[src/rtl/frde_pkg.sv]
`timescale 1ns / 1ps

package frde_pkg;

	localparam int OP_W      = 2;
	localparam int TGT_W     = 2;
	localparam int A_W       = 12;
	localparam int B_W       = 20;
	localparam int C_W       = 20;
	localparam int RC_W      = 3;
	localparam int STAT_W    = 2;
	localparam int ADDR_W    = 8;
	localparam int CNT_W     = 4;
	localparam int BYTES_W   = 64;
	localparam int FBYTE_W   = 8;
	localparam int SCALE_SH  = 7;
	localparam int DIVD_W    = B_W + SCALE_SH;
	localparam int P1_W      = 18;
	localparam int IN_DATA_W = 64;
	localparam int OUT_DATA_W = 96;

	localparam logic [A_W-1:0] PLL_A_MIN = 12'd15;
	localparam logic [A_W-1:0] PLL_A_MAX = 12'd90;
	localparam logic [A_W-1:0] MS_A_MIN  = 12'd4;
	localparam logic [A_W-1:0] MS_A_MAX  = 12'd2048;
	localparam logic [P1_W-1:0] P1_OFFSET = 18'd512;

	localparam logic [ADDR_W-1:0] PLL_A_ADDR    = 8'd26;
	localparam logic [ADDR_W-1:0] PLL_B_ADDR    = 8'd34;
	localparam logic [ADDR_W-1:0] MS_BASE_ADDR  = 8'd42;
	localparam logic [ADDR_W-1:0] RDIV_BASE_ADDR = 8'd44;
	localparam logic [ADDR_W-1:0] PLL_RST_ADDR  = 8'd177;
	localparam logic [ADDR_W-1:0] CLK_CTRL_BASE = 8'd16;
	localparam logic [FBYTE_W-1:0] PLL_RST_BYTE  = 8'hA0;
	localparam logic [FBYTE_W-1:0] CLK_CTRL_BYTE = 8'h0F;
	localparam logic [FBYTE_W-1:0] CLK_CTRL_PLLB = 8'h20;
	localparam logic [FBYTE_W-1:0] CLK_CTRL_INT  = 8'h40;
	localparam logic [CNT_W-1:0] DIV_BYTE_CNT  = 4'd8;
	localparam logic [CNT_W-1:0] RDIV_BYTE_CNT = 4'd1;

	typedef enum logic [OP_W-1:0] {
		OP_PLL  = 2'd0,
		OP_MS   = 2'd1,
		OP_RDIV = 2'd2
	} frde_op_t;

	typedef enum logic [STAT_W-1:0] {
		STAT_OK          = 2'd0,
		STAT_NOT_ALLOWED = 2'd1,
		STAT_INVALID     = 2'd2
	} frde_status_t;

	typedef enum logic [1:0] {
		S_IDLE,
		S_CHECK,
		S_DIV,
		S_DONE
	} frde_state_t;

	typedef struct packed {
		logic busy;
		logic done;
	} frde_div_stat_t;

	function automatic logic [BYTES_W-1:0] pack_divider(
		input logic [P1_W-1:0] p1,
		input logic [C_W-1:0]  p2,
		input logic [C_W-1:0]  p3,
		input logic [RC_W-1:0] rbits
	);
		pack_divider = {p3[15:8], p3[7:0], 1'b0, rbits, 2'b00, p1[17:16],
			p1[15:8], p1[7:0], p3[19:16], p2[19:16], p2[15:8], p2[7:0]};
	endfunction

endpackage

[src/rtl/fractional_divider_register_encoder_core.sv]
`timescale 1ns / 1ps
// Divider register encoder for a two-PLL clock synthesizer with NUM_OUTPUTS outputs.
// Input channel s_axis: tuser carries the operation (program PLL, program output
// divider, set R divider), tdata carries target, source PLL, a, b, c and R code.
// Output channel m_axis: tuser carries the status, tdata the start address, byte
// count, eight packed register bytes and the follow-up address and byte.
// A divider request runs b*128 / c through a one-bit-per-cycle restoring divider
// of 27 steps; its result then passes the DONE state into the output register.
// R divider requests and rejected requests skip the divider and go from CHECK to DONE.
// One request is in work at a time; s_axis_tready is high only while the
// sequencer is idle, so the block takes no new request until the current one
// has moved its result into the output register.
// The output register holds a finished result while m_axis_tready is low; the
// sequencer waits with the next result until that register is free, and accepts a
// new request as soon as its own result has moved into the output register.
// Reset clears the PLL-configured flags, the R divider codes and the stored P1 top
// bits of every output, and empties the output register.
module fractional_divider_register_encoder_core #(
	parameter int NUM_OUTPUTS = 3
) (
	input  logic                             clk,
	input  logic                             arst_n,
	input  logic                             s_axis_tvalid,
	output logic                             s_axis_tready,
	// target[1:0], pll_source[2], integer_part[14:3], numerator[34:15],
	// denominator[54:35], rdiv_code[57:55], zero[63:58]
	input  logic [frde_pkg::IN_DATA_W-1:0]   s_axis_tdata,
	// operation[1:0]
	input  logic [frde_pkg::OP_W-1:0]        s_axis_tuser,
	output logic                             m_axis_tvalid,
	input  logic                             m_axis_tready,
	// start_address[7:0], byte_count[11:8], register_bytes[75:12],
	// follow_address[83:76], follow_byte[91:84], zero[95:92]
	output logic [frde_pkg::OUT_DATA_W-1:0]  m_axis_tdata,
	// status[1:0]
	output logic [frde_pkg::STAT_W-1:0]      m_axis_tuser
);
	import frde_pkg::*;

	localparam int IDX_W = (NUM_OUTPUTS > 1) ? $clog2(NUM_OUTPUTS) : 1;
	localparam int TGT_X_W = (IDX_W > TGT_W) ? IDX_W : TGT_W;

	frde_state_t  state_q, state_d;
	frde_status_t status_q, status_c;
	logic         need_div;
	logic         accept, div_start, load_out;

	logic [OP_W-1:0]  op_q;
	logic [TGT_W-1:0] tgt_q;
	logic             src_q;
	logic [A_W-1:0]   a_q;
	logic [B_W-1:0]   b_q;
	logic [C_W-1:0]   c_q;
	logic [RC_W-1:0]  rc_q;

	logic                pll_ready_q [2];
	logic [RC_W-1:0]     rdiv_q      [NUM_OUTPUTS];
	logic [1:0]          p1top_q     [NUM_OUTPUTS];
	logic [TGT_X_W-1:0]  tgt_x;
	logic [IDX_W-1:0]    ch_idx;
	logic                ch_ok;

	frde_div_stat_t      div_stat;
	logic [DIVD_W-1:0]   quo;
	logic [C_W-1:0]      rem;
	logic [P1_W-1:0]     p1;

	logic [ADDR_W-1:0]   addr_c, faddr_c;
	logic [CNT_W-1:0]    count_c;
	logic [BYTES_W-1:0]  bytes_c;
	logic [FBYTE_W-1:0]  fbyte_c;

	logic                    m_valid_q;
	logic [OUT_DATA_W-1:0]   m_data_q;
	logic [STAT_W-1:0]       m_stat_q;

	assign tgt_x  = TGT_X_W'(tgt_q);
	assign ch_idx = tgt_x[IDX_W-1:0];
	assign ch_ok  = int'(tgt_q) < NUM_OUTPUTS;

	always_comb begin
		status_c = STAT_INVALID;
		unique case (op_q)
			OP_PLL: begin
				if (a_q >= PLL_A_MIN && a_q <= PLL_A_MAX && c_q != '0 && tgt_q <= TGT_W'(1))
					status_c = STAT_OK;
			end
			OP_MS: begin
				if (a_q >= MS_A_MIN && a_q <= MS_A_MAX && c_q != '0) begin
					if (!pll_ready_q[src_q])
						status_c = STAT_NOT_ALLOWED;
					else if (ch_ok)
						status_c = STAT_OK;
				end
			end
			OP_RDIV: begin
				if (ch_ok)
					status_c = STAT_OK;
			end
			default: status_c = STAT_INVALID;
		endcase
		need_div = (status_c == STAT_OK) && (op_q == OP_PLL || op_q == OP_MS);
	end

	always_ff @(posedge clk or negedge arst_n) begin
		if (!arst_n)
			state_q <= S_IDLE;
		else
			state_q <= state_d;
	end

	always_comb begin
		state_d       = state_q;
		s_axis_tready = 1'b0;
		div_start     = 1'b0;
		load_out      = 1'b0;
		unique case (state_q)
			S_IDLE: begin
				s_axis_tready = 1'b1;
				if (s_axis_tvalid)
					state_d = S_CHECK;
			end
			S_CHECK: begin
				if (need_div) begin
					div_start = 1'b1;
					state_d   = S_DIV;
				end else begin
					state_d = S_DONE;
				end
			end
			S_DIV: begin
				if (div_stat.done)
					state_d = S_DONE;
			end
			S_DONE: begin
				if (!m_valid_q || m_axis_tready) begin
					load_out = 1'b1;
					state_d  = S_IDLE;
				end
			end
			default: state_d = S_IDLE;
		endcase
	end

	assign accept = s_axis_tvalid && s_axis_tready;

	always_ff @(posedge clk) begin
		if (accept) begin
			op_q  <= s_axis_tuser;
			tgt_q <= s_axis_tdata[1:0];
			src_q <= s_axis_tdata[2];
			a_q   <= s_axis_tdata[14:3];
			b_q   <= s_axis_tdata[34:15];
			c_q   <= s_axis_tdata[54:35];
			rc_q  <= s_axis_tdata[57:55];
		end
		if (state_q == S_CHECK)
			status_q <= status_c;
	end

	frde_div u_div (
		.clk       (clk),
		.arst_n    (arst_n),
		.start     (div_start),
		.dividend  ({b_q, {SCALE_SH{1'b0}}}),
		.divisor   (c_q),
		.stat      (div_stat),
		.quotient  (quo),
		.remainder (rem)
	);

	assign p1 = P1_W'({a_q, {SCALE_SH{1'b0}}}) + quo[P1_W-1:0] - P1_OFFSET;

	always_comb begin
		addr_c  = '0;
		count_c = '0;
		bytes_c = '0;
		faddr_c = '0;
		fbyte_c = '0;
		if (status_q == STAT_OK) begin
			unique case (op_q)
				OP_PLL: begin
					addr_c  = (tgt_q == '0) ? PLL_A_ADDR : PLL_B_ADDR;
					count_c = DIV_BYTE_CNT;
					bytes_c = pack_divider(p1, rem, c_q, '0);
					faddr_c = PLL_RST_ADDR;
					fbyte_c = PLL_RST_BYTE;
				end
				OP_MS: begin
					addr_c  = MS_BASE_ADDR + ADDR_W'({tgt_q, 3'b000});
					count_c = DIV_BYTE_CNT;
					bytes_c = pack_divider(p1, rem, c_q, rdiv_q[ch_idx]);
					faddr_c = CLK_CTRL_BASE + ADDR_W'(tgt_q);
					fbyte_c = CLK_CTRL_BYTE | (src_q ? CLK_CTRL_PLLB : '0) |
						((b_q == '0) ? CLK_CTRL_INT : '0);
				end
				OP_RDIV: begin
					addr_c  = RDIV_BASE_ADDR + ADDR_W'({tgt_q, 3'b000});
					count_c = RDIV_BYTE_CNT;
					bytes_c = {1'b0, rc_q, 2'b00, p1top_q[ch_idx], {(BYTES_W-8){1'b0}}};
				end
				default: ;
			endcase
		end
	end

	always_ff @(posedge clk or negedge arst_n) begin
		if (!arst_n) begin
			pll_ready_q[0] <= 1'b0;
			pll_ready_q[1] <= 1'b0;
			for (int i = 0; i < NUM_OUTPUTS; i++) begin
				rdiv_q[i]  <= '0;
				p1top_q[i] <= '0;
			end
		end else if (load_out && status_q == STAT_OK) begin
			case (op_q)
				OP_PLL:  pll_ready_q[tgt_q[0]] <= 1'b1;
				OP_MS:   p1top_q[ch_idx] <= p1[P1_W-1:P1_W-2];
				OP_RDIV: rdiv_q[ch_idx] <= rc_q;
				default: ;
			endcase
		end
	end

	always_ff @(posedge clk or negedge arst_n) begin
		if (!arst_n)
			m_valid_q <= 1'b0;
		else if (load_out)
			m_valid_q <= 1'b1;
		else if (m_axis_tready)
			m_valid_q <= 1'b0;
	end

	always_ff @(posedge clk) begin
		if (load_out) begin
			m_data_q <= {4'b0000, fbyte_c, faddr_c, bytes_c, count_c, addr_c};
			m_stat_q <= status_q;
		end
	end

	assign m_axis_tvalid = m_valid_q;
	assign m_axis_tdata  = m_data_q;
	assign m_axis_tuser  = m_stat_q;

endmodule

[src/rtl/frde_div.sv]
`timescale 1ns / 1ps

module frde_div (
	input  logic                         clk,
	input  logic                         arst_n,
	input  logic                         start,
	input  logic [frde_pkg::DIVD_W-1:0]  dividend,
	input  logic [frde_pkg::C_W-1:0]     divisor,
	output frde_pkg::frde_div_stat_t     stat,
	output logic [frde_pkg::DIVD_W-1:0]  quotient,
	output logic [frde_pkg::C_W-1:0]     remainder
);
	import frde_pkg::*;

	localparam int STEP_W = $clog2(DIVD_W + 1);

	logic [DIVD_W-1:0] dq_q;
	logic [C_W-1:0]    rem_q;
	logic [STEP_W-1:0] step_q;
	logic              busy_q;
	logic              done_q;
	logic [C_W:0]      shifted;
	logic [C_W:0]      diff;
	logic              fits;

	assign shifted = {rem_q, dq_q[DIVD_W-1]};
	assign diff    = shifted - {1'b0, divisor};
	assign fits    = ~diff[C_W];

	always_ff @(posedge clk or negedge arst_n) begin
		if (!arst_n) begin
			busy_q <= 1'b0;
			done_q <= 1'b0;
			step_q <= '0;
		end else if (start) begin
			busy_q <= 1'b1;
			done_q <= 1'b0;
			step_q <= STEP_W'(DIVD_W);
		end else if (busy_q) begin
			step_q <= step_q - STEP_W'(1);
			if (step_q == STEP_W'(1)) begin
				busy_q <= 1'b0;
				done_q <= 1'b1;
			end
		end else begin
			done_q <= 1'b0;
		end
	end

	always_ff @(posedge clk) begin
		if (start) begin
			dq_q  <= dividend;
			rem_q <= '0;
		end else if (busy_q) begin
			dq_q  <= {dq_q[DIVD_W-2:0], fits};
			rem_q <= fits ? diff[C_W-1:0] : shifted[C_W-1:0];
		end
	end

	assign stat.busy = busy_q;
	assign stat.done = done_q;
	assign quotient  = dq_q;
	assign remainder = rem_q;

endmodule

[config.mk]
export PLATFORM = sky130hd
export DESIGN_NAME = fractional_divider_register_encoder_core
export DESIGN_NICKNAME = d
export VERILOG_FILES = /design/src/rtl/frde_pkg.sv /design/src/rtl/fractional_divider_register_encoder_core.sv /design/src/rtl/frde_div.sv
export SDC_FILE = /design/constraint.sdc
export NUM_CORES = 1
export LEC_CHECK = 0
export BUFFER_PORTS_ARGS = -buffer_cell sky130_fd_sc_hd__buf_2
export CAP_MARGIN = 20
export CORE_ASPECT_RATIO = 0.75
export CORE_MARGIN = 3
export CORE_UTILIZATION = 25
export CTS_CLUSTER_SIZE = 30
export DETAILED_ROUTE_END_ITERATION = 10
export PLACE_DENSITY_LB_ADDON = 0.05
export SYNTH_ARGS = -nofsm -noshare
export SYNTH_HDL_FRONTEND = slang
export SYNTH_SLANG_ARGS = --single-unit
[constraint.sdc]
create_clock -name clk -period 8.01 [get_ports clk]
set_clock_uncertainty 0.1 [all_clocks]
set_input_delay 1.602 -clock clk [delete_from_list [all_inputs] [get_ports clk]]
set_output_delay 1.602 -clock clk [all_outputs]
set_load 0.03 [all_outputs]
==> flow_summary.yaml <==
run_status:
  status: "finished, final reports clean"
synthesis:
  yosysWarnings: 0
  synthFlopType: "edfxtp_1"
  netlist_area_um2: 10400
  synth_cells: 892
  avgSynthCellArea_um2: 11.6
  seq_area_frac_synth_pct: 57.6
  asyncSetResetFlopFracSynth_pct: 12.7
  synth_seq_cells: 212
  ys_types: 74
  synth_edf_count: 158
finish:
  final_common_cell: "edfxtp_1"
  final_layout_size_suffix_gt1_share_pct: 22.9
  area_delta_synth_final_pct: 19.2
  layout_common_cells: "edfxtp_1 (158), buf_2 (148), inv_1 (75)"
  final_nets: 1157
  final_area_um2: 12300
floorplanning:
  io_pins: 170
  core-area_um2: 40200
  chipHeight_um: 182
  rows: 63
  initial_core_util_pct: 25.8
  die_w_um: 241
  dieArea_um2: 43900
placed_design:
  portBuffers: 148
  placed_cell_area_um2: 11600
  dp_hpwl_mm: 21.3
  place_congestion: 0.781
global_routing:
  grt_overflow: 0
  track_usage_pct: 13.5
  antenna_found_initial: 0
  grt_pass1_wl_mm: 45.1
  grt_pass1_vias: 7144
  grt_max_degree: 61
clock_tree:
  cts-resized-gates: 0
  hold_buffers: 0
  h-tree-depth: 1
  clk_pin_slew_ns: 0.06
  post_cts_buffers: 0
  cts_root_buf: "clkbuf_16"
  worstSkewPairLatency_ns: 0.53
  cts.sinks: 212
  clockBufferDepth: 3
  cts_tree: "yes"
  cts_buffers: 25
sta:
  hold_viol: 0
  fin_setup_tns_ns: 0
  slew_headroom_pct: 35.0
  worstMarginPinSlew_ns: 0.974
  rsz0062_at_grt: "false"
  drv_slew: 0
  max_freq_ghz: 0.274
  fin_crit_ns: 3.65
  holdWs_ns: 0.373
  post-route-period-util_pct: 45.6
  setup_violations: 0
setup_path:
  cp.required_ns: 7.94
  worstPathArrival_ns: 3.58
  cp-end-kind: "register"
  critPathSlowestCell: "nand2_1"
  critPathLaunchType: "register"
  critical-path-max-stage-delay_ns: 0.67
  crit_chain: "nor3_1, and4_1, a21oi_1, o31ai_2, or2_1, nand2_1"
  crit_fanout: 20
  reg2regPathDepth: 6
  crit_type: "register to register"
power_and_ir_drop:
  power.total_mw: 5.32
  power.density_nw_per_um2: 431
  vdd_drop_max_v: 0.000145
  leakagePower_nw: 5.06
flow_run:
  max_cap_violations: 0
detailed_routing:
  drt_iter0_drc: 460
  vias: 7000
  wire_per_inst_um: 18.9
  routed_wirelength_mm: 29.8
  postRouteAntennaNets: 0
  drt_first_pass_iters: 4
  drc: 0
  viasPerCell: 4.44
worst_hold_path:
  hold_path_depth: 1
  hold_path.class: "register to register"
cell usage after synthesis, types with 13 or more instances:
cell | instances | area [um2]
mux2_2 | 18 | 203
nor2_1 | 71 | 267
nand2_1 | 74 | 278
nor3_1 | 24 | 120
nor4_1 | 15 | 93.8
dfxtp_1 | 27 | 541
inv_1 | 76 | 285
ha_1 | 49 | 613
and2_1 | 33 | 206
a211oi_1 | 14 | 105
clkbuf_1 | 19 | 71.3
mux2i_1 | 23 | 230
o21ai_1 | 14 | 70.1
xnor2_1 | 13 | 114
dfrtp_1 | 27 | 676
buf_4 | 23 | 173
edfxtp_1 | 158 | 4740
o21ai_0 | 24 | 120
a21oi_1 | 31 | 155
through the flow:
stage,setup slack [ns],instances,utilization (%)
finish,4.36,1575,30.7
global placement,4.16,1528,28.7
floorplan,4.15,906,-
global route,3.89,1574,30.7
detailed placement,4.13,1529,28.8
CTS,4.10,1574,30.7
registers in the layout, indices dropped and copies added, names as in the netlist, 2 cells and up:
| signal | cells |
|---|---|
| pll_ready_q | 2 |
| b_q | 20 |
| a_q | 12 |
| rc_q | 3 |
| c_q | 20 |
| u_div.remainder | 20 |
| op_q | 2 |
| status_q | 2 |
| state_q | 2 |
| p1top_q | 6 |
| m_axis_tuser | 2 |
| u_div.quotient | 27 |
| ch_idx | 2 |
| u_div.step_q | 5 |
| rdiv_q | 9 |
| m_axis_tdata | 74 |
power by group:
group / leakage (nW) / switching, mW / internal (mW) / total [mW]
clock network: 0.385 / 0.459 / 0.639 / 1.10
registers: 2.08 / 0.219 / 1.65 / 1.87
logic: 2.60 / 1.50 / 0.858 / 2.35
total: 5.06 / 2.17 / 3.14 / 5.32
cell type report:
class / count / area, um2
Antenna cell: 1 / 2.50
Clock buffer: 41 / 756
Clock inverter: 4 / 20.0
Fill cell: 4149 / 27900
Inverter: 76 / 287
Multi-Input combinational cell: 566 / 3850
Sequential cell: 212 / 5960
Tap cell: 520 / 651
Timing Repair Buffer: 155 / 813
routing by layer:
| metal | track usage [%] | share of wire (%) | vias to the layer above | wire length [um] |
|---|---|---|---|---|
| li1 | - | - | 3470 | - |
| met1 | 20.4 | 52 | 3349 | 15500 |
| met2 | 20.3 | 42 | 149 | 12500 |
| met3 | 2.33 | 4.1 | 32 | 1240 |
| met4 | 2.46 | 1.7 | 0 | 503 |
| met5 | 0 | 0 | - | 0 |
cells by family after synthesis:
family,Yosys count,share of synthesized area (%)
flops,212,57.6
compound gates,159,10.6
buf+inv,128,5.78
xor+xnor,18,1.52
fa+ha+maj,51,6.31
other cells,1,0.0362
mux,42,4.33
simple gates,281,13.9
critical path: cells and delay by family, from the launching register on:
kind | cells | cell delay [ns]
flip-flops | 1 | 0.42
AND/OR/NAND/NOR | 4 | 1.96
AO/OA/AOI/OAI | 2 | 0.66
final timing paths:
path,slack (ns),end,start
max,4.36,u_div.quotient[22],a_q[9]
min,0.37,pll_ready_q[1],pll_ready_q[1]
max reg2reg,4.36,u_div.quotient[22],a_q[9]
min reg2reg,0.37,pll_ready_q[1],pll_ready_q[1]
max in group asynchronous,6.24,u_div.busy_q,arst_n
min in group asynchronous,1.04,pll_ready_q[1],arst_n
No activity file was read; power rests on OpenSTA's default activity.
